--- src/rtl/ffd_pkg.sv ---
// ----------------------------------------------------------------------------
// ffd_pkg
// Shared types and constants for the fixed-length frame deframer.
// ----------------------------------------------------------------------------
package ffd_pkg;

    localparam int FRAME_BYTES = 9;
    localparam int STORE_LEN   = FRAME_BYTES - 1;  // last frame byte is the live input
    localparam int PAYLOAD_AT  = 2;
    localparam int PAYLOAD_LEN = 5;
    localparam int CHECK_AT    = PAYLOAD_AT + PAYLOAD_LEN;
    localparam int CNT_W       = $clog2(FRAME_BYTES + 1);
    localparam int IDX_W       = $clog2(STORE_LEN);

    localparam logic [7:0] HDR_FIRST  = 8'hAA;
    localparam logic [7:0] HDR_SECOND = 8'h55;
    localparam logic [7:0] TAIL_BYTE  = 8'h0D;

    typedef logic [7:0]       t_byte;
    typedef logic [CNT_W-1:0] t_count;
    typedef logic [IDX_W-1:0] t_idx;
    typedef t_byte [STORE_LEN-1:0]   t_store;
    typedef t_byte [PAYLOAD_LEN-1:0] t_payload;

    // next buffer state from the scan logic
    typedef struct packed {
        t_store store;
        t_count count;
    } t_scan_next;

    // frame result from the scan logic
    typedef struct packed {
        logic     emit;
        t_payload payload;
        logic     sum_ok;
    } t_result;

endpackage

--- src/rtl/ffd_scan.sv ---
// ----------------------------------------------------------------------------
// ffd_scan
// Per-byte buffer update: append, header tracking, tail check, rescan on a
// bad tail, and checksum of a completed frame.
// ----------------------------------------------------------------------------
module ffd_scan (
    input  ffd_pkg::t_store     i_store,
    input  ffd_pkg::t_count     i_count,
    input  ffd_pkg::t_byte      i_byte,
    output ffd_pkg::t_scan_next o_next,
    output ffd_pkg::t_result    o_res
);
    import ffd_pkg::*;

    t_byte             frame [FRAME_BYTES];
    logic [FRAME_BYTES-2:1] hdr_hit;   // bit i: header pair at frame position i
    t_idx              sel;
    logic              found;
    t_byte             sum;

    // full frame view: stored bytes plus the incoming one
    always_comb begin
        for (int k = 0; k < STORE_LEN; k++) begin
            frame[k] = i_store[k];
        end
        frame[FRAME_BYTES-1] = i_byte;
    end

    // rescan candidates after dropping the first byte
    always_comb begin
        hdr_hit = '0;
        for (int i = 1; i < FRAME_BYTES - 1; i++) begin
            hdr_hit[i] = (frame[i] == HDR_FIRST) && (frame[i+1] == HDR_SECOND);
        end
        sel   = '0;
        found = 1'b0;
        for (int i = FRAME_BYTES - 2; i >= 1; i--) begin
            if (hdr_hit[i]) begin
                sel   = IDX_W'(i);
                found = 1'b1;
            end
        end
    end

    always_comb begin
        sum = '0;
        for (int i = 0; i < PAYLOAD_LEN; i++) begin
            sum = t_byte'(sum + frame[PAYLOAD_AT+i]);
        end
    end

    always_comb begin
        o_next.store = i_store;
        o_next.count = '0;
        o_res.emit   = 1'b0;
        for (int i = 0; i < PAYLOAD_LEN; i++) begin
            o_res.payload[i] = frame[PAYLOAD_AT+i];
        end
        o_res.sum_ok = (sum == frame[CHECK_AT]);

        if (i_count == '0) begin
            // empty: only a first header byte is worth keeping
            o_next.store[0] = HDR_FIRST;
            o_next.count    = (i_byte == HDR_FIRST) ? t_count'(1) : t_count'(0);
        end else if (i_count == t_count'(1)) begin
            // holding a lone first header byte
            o_next.store[0] = HDR_FIRST;
            o_next.store[1] = i_byte;
            if (i_byte == HDR_SECOND) begin
                o_next.count = t_count'(2);
            end else if (i_byte == HDR_FIRST) begin
                o_next.count = t_count'(1);
            end else begin
                o_next.count = '0;
            end
        end else if (i_count < t_count'(STORE_LEN)) begin
            // header in place, still filling
            o_next.store[i_count[IDX_W-1:0]] = i_byte;
            o_next.count = t_count'(i_count + t_count'(1));
        end else if (i_byte == TAIL_BYTE) begin
            o_res.emit   = 1'b1;
            o_next.count = '0;
        end else if (found) begin
            // bad tail: realign on the next header in the frame
            for (int s = 1; s < FRAME_BYTES - 1; s++) begin
                if (sel == IDX_W'(s)) begin
                    for (int k = 0; k < FRAME_BYTES - s; k++) begin
                        o_next.store[k] = frame[k+s];
                    end
                end
            end
            o_next.count = t_count'(t_count'(FRAME_BYTES) - t_count'(sel));
        end else begin
            o_next.store[0] = HDR_FIRST;
            o_next.count    = (i_byte == HDR_FIRST) ? t_count'(1) : t_count'(0);
        end
    end

endmodule

--- src/rtl/fixed_frame_deframer_core.sv ---
// ----------------------------------------------------------------------------
// fixed_frame_deframer_core
// Byte-stream deframer for fixed 9-byte frames (AA 55, five payload bytes,
// 8-bit sum checksum, 0D tail).
// ----------------------------------------------------------------------------
// Takes one received byte per transfer and delivers one result transfer per
// completed frame: the five payload bytes and a checksum-match flag. Frames
// with a bad checksum are still delivered, so check o_sum_ok. Bytes ahead of
// a header are discarded; a wrong tail realigns on the next header inside
// the frame. The block sustains one byte per clock while the result register
// is free: a taken byte lands in the input register, then the scan logic
// updates the frame buffer and loads the result register, so o_out_valid
// rises once the scan of the tail byte has fired. The buffer update loop
// (buffer and fill count through the scan logic) sets this rate. A held
// result stalls the input only when a new byte is ready to be processed.
// ----------------------------------------------------------------------------
module fixed_frame_deframer_core (
    input  logic          i_clk,
    input  logic          i_rst_n,
    // byte input
    input  logic          i_in_valid,
    output logic          o_in_stall,
    input  ffd_pkg::t_byte i_rx_byte,
    // frame output
    output logic          o_out_valid,
    input  logic          i_out_stall,
    output ffd_pkg::t_byte o_payload_0,
    output ffd_pkg::t_byte o_payload_1,
    output ffd_pkg::t_byte o_payload_2,
    output ffd_pkg::t_byte o_payload_3,
    output ffd_pkg::t_byte o_payload_4,
    output logic          o_sum_ok
);
    import ffd_pkg::*;

    // input register
    logic       r_in_valid;
    t_byte      r_in_byte;

    // frame buffer: r_store[0] is the oldest byte. After each update it is
    // empty, holds a lone AA, or starts with the AA 55 header.
    t_store     r_store;
    t_count     r_count;

    // result register
    logic       r_out_valid;
    t_payload   r_payload;
    logic       r_sum_ok;

    t_scan_next s_next;
    t_result    s_res;
    logic       s_out_free;
    logic       s_fire;
    logic       s_in_take;

    ffd_scan u_scan (
        .i_store (r_store),
        .i_count (r_count),
        .i_byte  (r_in_byte),
        .o_next  (s_next),
        .o_res   (s_res)
    );

    // the buffered byte is processed once the result register can take
    // whatever it produces
    assign s_out_free = !r_out_valid || !i_out_stall;
    assign s_fire     = r_in_valid && s_out_free;
    assign o_in_stall = r_in_valid && !s_out_free;
    assign s_in_take  = i_in_valid && !o_in_stall;

    always_ff @(posedge i_clk) begin
        if (!i_rst_n) begin
            r_in_valid <= 1'b0;
        end else if (s_in_take) begin
            r_in_valid <= 1'b1;
        end else if (s_fire) begin
            r_in_valid <= 1'b0;
        end
    end

    always_ff @(posedge i_clk) begin
        if (s_in_take) begin
            r_in_byte <= i_rx_byte;
        end
    end

    always_ff @(posedge i_clk) begin
        if (!i_rst_n) begin
            r_count <= '0;
        end else if (s_fire) begin
            r_count <= s_next.count;
        end
    end

    always_ff @(posedge i_clk) begin
        if (s_fire) begin
            r_store <= s_next.store;
        end
    end

    always_ff @(posedge i_clk) begin
        if (!i_rst_n) begin
            r_out_valid <= 1'b0;
        end else if (s_fire) begin
            r_out_valid <= s_res.emit;
        end else if (!i_out_stall) begin
            r_out_valid <= 1'b0;
        end
    end

    always_ff @(posedge i_clk) begin
        if (s_fire && s_res.emit) begin
            r_payload <= s_res.payload;
            r_sum_ok  <= s_res.sum_ok;
        end
    end

    assign o_out_valid = r_out_valid;
    assign o_payload_0 = r_payload[0];
    assign o_payload_1 = r_payload[1];
    assign o_payload_2 = r_payload[2];
    assign o_payload_3 = r_payload[3];
    assign o_payload_4 = r_payload[4];
    assign o_sum_ok    = r_sum_ok;

`ifndef SYNTHESIS
    a_count_range: assert property (@(posedge i_clk) disable iff (!i_rst_n)
        r_count <= t_count'(STORE_LEN))
        else $error("frame buffer fill count out of range");

    a_header_front: assert property (@(posedge i_clk) disable iff (!i_rst_n)
        (r_count >= t_count'(2)) |-> (r_store[0] == HDR_FIRST && r_store[1] == HDR_SECOND))
        else $error("buffer does not start with a header");

    a_lone_first: assert property (@(posedge i_clk) disable iff (!i_rst_n)
        (r_count == t_count'(1)) |-> (r_store[0] == HDR_FIRST))
        else $error("single buffered byte is not a header start");

    a_emit_loads: assert property (@(posedge i_clk) disable iff (!i_rst_n)
        (s_fire && s_res.emit) |=> o_out_valid)
        else $error("completed frame not presented");

    a_stall_needs_byte: assert property (@(posedge i_clk) disable iff (!i_rst_n)
        o_in_stall |-> (r_in_valid && r_out_valid))
        else $error("input stalled without a pending byte and held result");
`endif

endmodule
--- config.mk ---
export PLATFORM = sky130hd
export DESIGN_NAME = fixed_frame_deframer_core
export DESIGN_NICKNAME = d
export VERILOG_FILES = /design/src/rtl/ffd_pkg.sv /design/src/rtl/ffd_scan.sv /design/src/rtl/fixed_frame_deframer_core.sv
export SDC_FILE = /design/constraint.sdc
export NUM_CORES = 1
export LEC_CHECK = 0
export BUFFER_PORTS_ARGS = -buffer_cell sky130_fd_sc_hd__buf_4
export CAP_MARGIN = 20
export CELL_PAD_IN_SITES_DETAIL_PLACEMENT = 1
export CELL_PAD_IN_SITES_GLOBAL_PLACEMENT = 1
export CORE_UTILIZATION = 53
export CTS_CLUSTER_SIZE = 10
export DETAILED_ROUTE_END_ITERATION = 16
export PLACE_DENSITY = 0.95
export SYNTH_ARGS = -nofsm -noshare
export SYNTH_HDL_FRONTEND = slang
export SYNTH_SLANG_ARGS = --single-unit
export TNS_END_PERCENT = 10
--- constraint.sdc ---
create_clock -name i_clk -period 7.9 [get_ports i_clk]
set_input_delay 0.395 -clock i_clk [delete_from_list [all_inputs] [get_ports i_clk]]
set_output_delay 0.395 -clock i_clk [all_outputs]
set_load 0.02 [all_outputs]
[After elaboration in Yosys (flattened, before gate mapping)]
Index checks and enable logic that the tools add are counted.
Cells by class
  $add $sub $neg: 6
  magnitude comparators: 3
  eq/ne operators: 30
  multiplexer cells: 66
  bitwise logic cells: 2
  reduce and logical (&&, ||, !) cells: 37
Operators by type and width (count)
  48-bit two-way mux: 6
  64-bit two-way mux: 4
  40-bit two-way mux: 6
  56-bit two-way mux: 4
  32-bit two-way mux: 6
  24-bit two-way mux: 3
  68-bit two-way mux: 1
  64-bit bitwise mux: 1
  8-bit == test (second input constant): 8
  8-bit by 7-bit == test with 1-bit output (second input constant): 7
  16-bit two-way mux: 3
  12-bit two-way mux: 3
  6-bit AND reduction: 6
  8-bit adder: 4
  8-bit demux with 3-bit select: 1
  3-bit two-way mux: 7
  20-bit two-way mux: 1
  1-bit two-way mux: 16
  3-bit == test (second input constant): 4
  1-bit logical AND: 12
  4-bit two-way mux: 3
  11-bit inequality test (second input constant): 1
  10-bit nonzero test: 1
  9-bit nonzero test: 1
  other kinds (28): 35
Storage, ports and cells
  flip-flop bits (word level): 119
  output and inout bits: 43
  logic and storage cells: 162

[Longest topological paths before layout]
Gate-level depths: netlist of run 1.
  depth after elaboration: 47
  depth in mapped cells: 12
  gate-level depth less buffers: 12

[Modules after synthesis]
From an unflattened synthesis of run 1, not the netlist that was laid out.
Unflattened totals
  cells, all modules: 824
  area total of the unflattened synthesis: 8406.8 µm²
Modules (own cells, without submodules)
  ffd_scan: instances 1, cells each 684, area an instance 4758.3 µm², seq. area each 0.0 µm²
  fixed_frame_deframer_core: instances 1, cells each 140, area an instance 3648.5 µm², seq. area each 3513.4 µm²

[Least setup slack after synthesis of run 1]
Ideal clock, no wire load.
  path type: register to register
  from: reg r_in_byte[4]
  to: reg r_payload (netlist bit o_payload_0[0]) (enable)
  setup time: 0.493 ns
  arrival time: 3.830 ns
  required time: 7.407 ns
  setup slack: 3.577 ns
  stages on the path, launching flop included: 5
  buffers on the path: 1
  period minus slack after synthesis: 4.323 ns
  path through: edfxtp_1 -> buf_2 -> nor3b_1 -> nand4_1 -> nor3_1
Between the ends
  word-level cells in the longest chain between the ends: 6
RTL lines
  start: declaration: RTL line fixed_frame_deframer_core.sv:38  | t_byte r_in_byte;
  start signal: assignment: RTL line fixed_frame_deframer_core.sv:83  | r_in_byte <= i_rx_byte;
  8-bit by 4-bit == test with 1-bit output: RTL line ffd_scan.sv:80  | end else if (i_byte == TAIL_BYTE) begin
  1-bit two-way mux: RTL line ffd_scan.sv:80
  1-bit two-way mux: RTL line ffd_scan.sv:76  | end else if (i_count < t_count'(STORE_LEN)) begin
  1-bit two-way mux: RTL line ffd_scan.sv:65  | end else if (i_count == t_count'(1)) begin
  1-bit two-way mux: RTL line ffd_scan.sv:61  | if (i_count == '0) begin
  1-bit logical AND: RTL line fixed_frame_deframer_core.sv:112  | if (s_fire && s_res.emit) begin
  end signal: assignment: RTL line fixed_frame_deframer_core.sv:113  | r_payload <= s_res.payload;
  end: declaration: RTL line fixed_frame_deframer_core.sv:47  | t_payload r_payload;
Every way passes these cells.
A chain may end at the register's enable or synchronous reset.

==> impl_metrics.yaml, run 1 <==
detailed_routing:
  highest_layer: "met5"
  wl_met1_um: 8739
  drt_iter0_markers: 622
  met2_length_um: 11100
  wl_met3_um: 2469
  wl_um: 23770
  vias_per_cell: 7.057
  ant_nets: 0
  drc: 0
  wl_per_cell_um: 28.23
  vias: 5942
  dr.pass1.iters: 5
critical_path:
  endpoint_kind: "register"
  path_class: "reg2reg"
  reg2reg_depth: 11
  cp-startpoint: "r_store[32]"
  cp.required_ps: 8090
  startpoint_type: "register"
  r2r-end: "o_sum_ok"
  reg2reg_from: "r_store[32]"
  cp.arrival_ps: 4420
  crit_end: "o_sum_ok"
  cp_max_fo: 7
  r2r_slack_ps: 3660
synthesis:
  async_reset_ff_share_pct: 0
  syn_nets: 678
  yosysTopAreaCellShare_pct: 44.94
  ys_types: 79
  synthCells: 633
  synth_area_um2: 7015
  synth-seq-cells: 111
  synth_commonest_cells: "edfxtp_1, nand2_1, a21oi_1"
  synth-edff-count: 105
  synth_area_per_cell_um2: 11.08
  synth_flop_cell: "edfxtp_1"
  yosysMostFrequentCell: "edfxtp_1"
  synth_area_leaders: "edfxtp_1, fa_1, nand2_1"
  synth_area_leader_cell: "edfxtp_1"
  ys_warn_count: 0
  ys_seq_area_share_pct: 46.66
timing:
  worst_slew_margin_rel_pct: 22.80
  setup_viol: 0
  timing.hold.ws_ps: 206.6
  hold_viol_final: 0
  period_needed_ps: 4238
  finalCritPeriodShare_pct: 53.64
  skew_ps: 12.52
  finalSetupTns_ps: 0
  fmaxAchievable_mhz: 236.0
  rsz0062_at_grt: "false"
  slew_viol_final: 0
  tightestPinTransition_ps: 1149
clock_tree:
  cts_repair_resize_count: 0
  postCtsHoldBufs: 0
  clock_sinks: 111
  clk_latency_ps: 370
  clk_pin_slew_ps: 80
  clockBufferDepth: 2
  cts_root_buf: "clkbuf_16"
  ctsHtreeMaxLevel: 3
  cts_tree: "built"
  cts_inserted_buffers: 9
  post_cts_buffers: 0
power:
  peakVddDrop_mv: 0.1865
  power_per_cell_area_nw_per_um2: 152.7
  p_total_mw: 1.196
  leakage_nw: 2.669
outcome:
  status: "finished, final reports clean"
layout:
  drive_gt1_share_pct: 17.49
  fillers: 1311
  multi_input_area_um2: 3468
  layout.nets: 709
  regArea_um2: 3273
  area_growth_pct: 11.63
grt:
  grt_pass1_wl_um: 35800
  grt_util_all_layers_pct: 36.84
  antenna_found_initial: 2
  grt_max_degree: 54
  grt_pass1_vias: 6089
  overflow: 0
placement:
  dpl.hpwl_um: 16800
  port_buffers: 54
  gp_congestion: 1.030
die:
  pin_count: 55
  die-area_um2: 13700
  die_h_um: 117.1
  start_util_pct: 54.92
  die-width_um: 117.1
  core_area_um2: 12770
  row_count: 41
hold_path:
  hp-class: "in2reg"
job:
  maxCapViolCount: 0
[power by group]
| group | total (mW) | leakage, nW | switching (mW) | internal [mW] |
|---|---|---|---|---|
| Clock | 0.505 | 0.154 | 0.223 | 0.282 |
| Combinational | 0.0332 | 1.60 | 0.0182 | 0.0150 |
| Sequential | 0.657 | 0.919 | 0.0175 | 0.640 |
[critical path: stages, from the launching register on]
cell,delay (ps)
edfxtp_1,600
fa_1,510
fa_1,490
fa_1,540
ha_1,180
inv_1,70
fa_1,530
xor2_1,190
o21ai_0,100
a2111oi_0,350
nand4b_1,190
nor4bb_1,290
[per-layer routing]
metal	track usage [%]	vias up
li1	-	2501
met1	45.71	2905
met2	58.58	405
met3	8.857	129
met4	22.45	2
met5	0	-
[metrics by stage]
stage	util (%)	instances	area [um2]	worst slack (ps)
2_1_floorplan	-	633	7015	3577
3_3_place_gp	58.63	823	7490	3957
3_5_place_dp	58.67	824	7495	3808
4_1_cts	61.25	840	7824	3707
5_1_grt	61.29	841	7829	3476
6_report	61.31	842	7831	3662
[sequential cells by signal, indices dropped and copies added, names as in the netlist]
name and count:
r_store 56, o_payload_0 8, o_payload_1 8, o_payload_2 8, o_payload_3 8, o_payload_4 8, r_in_byte 8, r_count 4
o_out_valid 1, o_sum_ok 1, r_in_valid 1
[placed cells by master (no fill, tap or decap), types with 11 or more instances in the layout]
master,synthesis,routed
edfxtp_1,105,105
nor2b_1,11,11
o22ai_1,11,11
xnor2_1,11,11
nor4bb_1,11,11
and4bb_2,12,12
o2bb2ai_1,11,11
o21ai_0,21,21
nand3_1,16,16
buf_4,2,60
ha_1,13,13
nor2_1,40,40
inv_1,21,21
a21oi_1,41,41
fa_1,20,20
nand2_1,76,76
[how the worst min path moves through the flow]
stage	startpoint	end	slack [ps]	depth (start not counted)
6_report	i_rx_byte[6]	r_in_byte[6]	210	1
5_1_grt	i_rx_byte[6]	r_in_byte[6]	200	1
4_1_cts	i_rx_byte[6]	r_in_byte[6]	200	1
3_5_place_dp	r_store[30]	o_payload_1[6]	520	0
3_3_place_gp	r_store[30]	o_payload_1[6]	480	0
2_1_floorplan	r_store[38]	o_payload_2[6]	460	0
[final cells by class]
class / count / share of cell area (%)
Antenna cell: 1 / 0.03195
Clock buffer: 9 / 2.876
Clock inverter: 7 / 1.326
Inverter: 22 / 1.054
Multi-Input combinational cell: 458 / 44.29
Sequential cell: 111 / 41.80
Tap cell: 172 / 2.748
Timing Repair Buffer: 62 / 5.880
[logic make-up (layout without fill, tap and decap cells)]
family,after synthesis,after routing,share of synthesized area [%]
AOI/OAI and AO/OA,170,170,17.62
xor gates and xnor gates,17,17,2.122
adders and majority gates,33,33,8.026
buffers and inverters,64,100,4.066
DFF,111,111,46.66
muxes,15,15,2.229
other,0,1,0
and+or+nand+nor,223,223,19.28
(Power assumes the default switching activity.)
==> run 2: changes to the inputs <==
- CORE_UTILIZATION: 53 -> 44
- PLACE_DENSITY: 0.95 -> 0.87
- clock period: 7.9 -> 3.6 ns (I/O delays scaled with it)
==> impl_metrics.yaml, run 2 (synthesized netlist as in run 1, its figures left out) <==
critical_path:
  cp.arrival_ps: 4010
  path_delay_family: "adder cells"
  path_class: "reg2reg"
  cp.required_ps: 3780
  crit_top_cell: "fa_1"
  r2r-end: "o_sum_ok"
  cp-startpoint: "r_store[33]"
  r2r_slack_ps: -230
  reg2reg_depth: 11
  crit_buf_inv: 1
  max_stage_delay_ps: 570
  slowest_stage: "fa_1"
  cp_cell_sequence: "fa_1 > fa_1 > fa_1 > ha_2 > inv_2 > fa_2 > xor2_1 > o21ai_1 > a2111oi_2 > nand4b_1 > nor4bb_1"
  reg2reg_from: "r_store[33]"
  endpoint_kind: "register"
  startpoint_type: "register"
  cp_max_fo: 2
clock_tree:
  clock_sinks: 111
  clockBufferDepth: 2
  cts_inserted_buffers: 9
  ctsHtreeMaxLevel: 3
  clk_pin_slew_ps: 80
  cts_root_buf: "clkbuf_16"
  clk_latency_ps: 370
  cts_tree: "built"
die:
  die-width_um: 128.3
  die_h_um: 128.3
  row_count: 45
  start_util_pct: 45.64
  die-area_um2: 16450
  pin_count: 55
  core_area_um2: 15370
grt:
  grt_util_all_layers_pct: 32.27
  antenna_found_initial: 0
  grt_pass1_wl_um: 38190
  overflow: 0
  grt_pass1_vias: 6426
  grt_max_degree: 53
timing:
  hold_viol_final: 0
  rsz0062_at_grt: "true"
  timing.final.ws_setup_ps: -231.5
  skew_ps: 14.03
  worst_slew_margin_rel_pct: 33.39
  tightestPinTransition_ps: 994.5
  slew_viol_final: 0
  fmaxAchievable_mhz: 261.0
  setup_viol: 1
  period_needed_ps: 3832
  finalCritPeriodShare_pct: 106.4
hold_path:
  hp-class: "in2reg"
  hold_start: "i_in_valid"
  hold_depth: 2
  hold_end: "r_in_valid"
power:
  peakVddDrop_mv: 0.2366
  power_per_cell_area_nw_per_um2: 316.9
  leakage_nw: 2.996
  p_total_mw: 2.664
detailed_routing:
  ant_nets: 0
  dr.pass1.iters: 5
  wl_um: 25400
  vias_per_cell: 6.574
  vias: 6206
  wl_per_cell_um: 26.91
  drc: 0
  drt_iter0_markers: 624
job:
  maxCapViolCount: 0
layout:
  largest_reg_flops: 56
  num_antenna_cells: 0
  drive_gt1_share_pct: 24.01
  largest-register: "r_store"
  layout.nets: 773
  stdcell_count: 944
  mostFrequentLayoutCell: "buf_4"
  layout_common_cells: "buf_4, edfxtp_1, nand2_1"
  area_growth_pct: 19.81
placement:
  dpl.hpwl_um: 18170
  port_buffers: 54
  placedCellCount: 919
  gp_congestion: 0.9794
outcome:
  status: "finished, violations left"
  violations: "negative setup slack"
[run 2: changes by cell type in the layout (fill, tap and decap cells not counted), sizes merged]
| cell | previous run | this run |
|---|---|---|
| buf | 61 | 118 |
| clkbuf | 10 | 12 |
| clkinv | 2 | 1 |
| clkinvlp | 2 | 1 |
| diode | 1 | 0 |
| dlygate4sd3 | 0 | 8 |
| inv | 23 | 22 |
[run 2: power by group]
| part | switching, mW | internal, mW |
|---|---|---|
| logic | 0.0721 | 0.0454 |
| clock network | 0.480 | 0.651 |
| registers | 0.0114 | 1.40 |
[run 2: cell type report]
type                    instances  area (um2)
inverters                      22       82.58
fillers                      1663        6965
multi-input cells             458        3487
clock inverters                 4       76.32
repair buffers                126       965.9
clock buffers                  12       256.5
flip-flops and latches        111        3273
well taps                     211       264.0
[run 2: what timing repair did]
action / in CTS / in global routing
gates cloned: 0 / 0
setup endpoints to repair: 1 / 1
setup buffers: 1 / 0
resized for setup: 6 / 1
pin swaps: 9 / 3
hold buffers: 8 / 0
endpoints found under the hold margin: 8 / 0
[run 2: worst max-delay path by stage]
stage / endpoint / slack (ps) / cells after the start
floorplan: o_sum_ok / -30 / 11
global placement: o_sum_ok / -190 / 11
detailed placement: o_sum_ok / -310 / 11
CTS: o_sum_ok / -280 / 11
global route: o_sum_ok / -410 / 11
finish: o_sum_ok / -230 / 11
[run 2: routing by layer]
| layer | global-route usage [%] | routed length [um] | vias to the layer above | share of wire (%) |
|---|---|---|---|---|
| li1 | - | - | 2626 | - |
| met1 | 40.30 | 9769 | 3154 | 38 |
| met2 | 53.51 | 12160 | 355 | 48 |
| met3 | 5.426 | 2313 | 71 | 9.1 |
| met4 | 17.23 | 1158 | 0 | 4.6 |
| met5 | 0 | 0 | - | 0 |
[run 2: metrics by stage]
stage | worst slack, ps | TNS, ps | cell area [um2] | hold WS (ps) | utilization (%)
6_report | -231.5 | -231.5 | 8406 | 40.99 | 54.68
5_1_grt | -411.2 | -411.2 | 8406 | 51.32 | 54.68
4_1_cts | -278.0 | -278.0 | 8403 | 39.81 | 54.67
3_5_place_dp | -306.5 | -306.5 | 7966 | 359.6 | 51.83
3_3_place_gp | -194.8 | -194.8 | 7966 | 358.2 | 51.83
2_1_floorplan | -30.30 | -30.30 | 7020 | 278.9 | -
==> run 3: changes to the inputs <==
- CORE_UTILIZATION: 44 -> 53
- PLACE_DENSITY: 0.87 -> 0.95
- clock period: 3.6 -> 4.55 ns (I/O delays scaled with it)
==> impl_metrics.yaml, run 3 (synthesized netlist as in run 1, its figures left out) <==
power:
  p_total_mw: 2.009
  peakVddDrop_mv: 0.1974
  leakage_nw: 2.726
  power_per_cell_area_nw_per_um2: 254.5
die:
  die_h_um: 117.1
  pin_count: 55
  die-area_um2: 13700
  core_area_um2: 12770
  die-width_um: 117.1
  row_count: 41
  start_util_pct: 54.92
clock_tree:
  cts_tree: "built"
  cts_repair_resize_count: 0
  cts_root_buf: "clkbuf_16"
  clock_sinks: 111
  ctsHtreeMaxLevel: 3
  postCtsHoldBufs: 0
  cts_inserted_buffers: 9
  post_cts_buffers: 0
  clockBufferDepth: 2
  clk_latency_ps: 370
  clk_pin_slew_ps: 70
grt:
  antenna_found_initial: 0
  met3_usage_pct: 8.754
  grt_pass1_vias: 6313
  overflow: 0
  grt_max_degree: 43
  grt_util_all_layers_pct: 37.88
  grt_busiest_layer: "met2"
  grt_pass1_wl_um: 37080
  grtUsageMet2_pct: 60.36
  met1_usage_pct: 47.47
timing:
  timing.hold.ws_ps: 31.84
  rsz0062_at_grt: "false"
  fmaxAchievable_mhz: 240.5
  finalSetupTns_ps: 0
  skew_ps: 6.507
  worst_slew_margin_rel_pct: 35.56
  period_needed_ps: 4159
  finalCritPeriodShare_pct: 91.40
  tightestPinTransition_ps: 959.2
  slew_viol_final: 0
  hold_viol_final: 0
  timing.final.ws_setup_ps: 391.2
  setup_viol: 0
layout:
  num_antenna_cells: 0
  mostFrequentLayoutCell: "edfxtp_1"
  area_growth_pct: 12.50
  stdcell_count: 854
  final_area_um2: 7893
  layout_common_cells: "edfxtp_1, nand2_1, buf_4"
  largest_reg_flops: 56
  layout.nets: 722
  fin_util_pct: 61.79
  drive_gt1_share_pct: 18.91
  largest-register: "r_store"
critical_path:
  path_class: "reg2reg"
  reg2reg_depth: 11
  endpoint_kind: "register"
  max_stage_delay_ps: 610
  r2r_slack_ps: 390
  cp_cell_sequence: "fa_1 > fa_1 > fa_1 > ha_1 > inv_1 > fa_1 > xor2_1 > o21ai_0 > a2111oi_0 > nand4b_1 > nor4bb_1"
  path_delay_family: "adder cells"
  slowest_stage: "fa_1"
  cp.required_ps: 4740
  cp_max_fo: 5
  startpoint_type: "register"
  cp.arrival_ps: 4340
  crit_buf_inv: 1
  crit_top_cell: "fa_1"
  r2r-end: "o_sum_ok"
  reg2reg_from: "r_store[17]"
placement:
  dpl_worst_slack_ps: 505.8
  dpl_cell_area_um2: 7581
  dpl.hpwl_um: 16710
  gp_congestion: 0.9901
  port_buffers: 54
  placedCellCount: 836
hold_path:
  hold_end: "r_in_byte[3]"
  hp-class: "in2reg"
  hold_start: "i_rx_byte[3]"
  hold_depth: 1
detailed_routing:
  ant_nets: 0
  wl_per_cell_um: 28.42
  dr.pass1.iters: 7
  wl_um: 24270
  vias: 6120
  drc: 0
  drt_iter0_markers: 532
  vias_per_cell: 7.166
outcome:
  status: "finished, final reports clean"
job:
  maxCapViolCount: 0
==> run 3: how the worst max path moves through the flow <==
stage / startpoint / to / slack (ps) / depth (start not counted)
2_1_floorplan: r_in_byte[4] / o_payload_0[0] / 230 / 4
4_1_cts: r_store[17] / o_sum_ok / 400 / 11
6_report: r_store[17] / o_sum_ok / 390 / 11
5_1_grt: r_store[17] / o_sum_ok / 140 / 11
3_3_place_gp: r_store[17] / o_sum_ok / 670 / 11
3_5_place_dp: r_store[17] / o_sum_ok / 510 / 11
==> run 3: report_power, final <==
| group | switching (mW) | leakage [nW] | internal (mW) | total, mW |
|---|---|---|---|---|
| clock network | 0.381 | 0.145 | 0.428 | 0.809 |
| registers | 0.0312 | 0.919 | 1.11 | 1.14 |
| logic | 0.0311 | 1.66 | 0.0262 | 0.0573 |
==> run 3: layout make-up <==
class,count,area (um2)
Timing Repair Buffer,75,560.5
Inverter,22,82.58
Clock buffer,9,225.2
Tap cell,172,215.2
Multi-Input combinational cell,458,3462
Sequential cell,111,3273
Fill cell,1358,4881
Clock inverter,7,73.82
==> run 3: metal layers <==
layer,vias to the layer above,routed length [um]
met5,-,0
li1,2527,-
met2,446,11300
met4,0,1301
met1,3022,9113
met3,125,2559
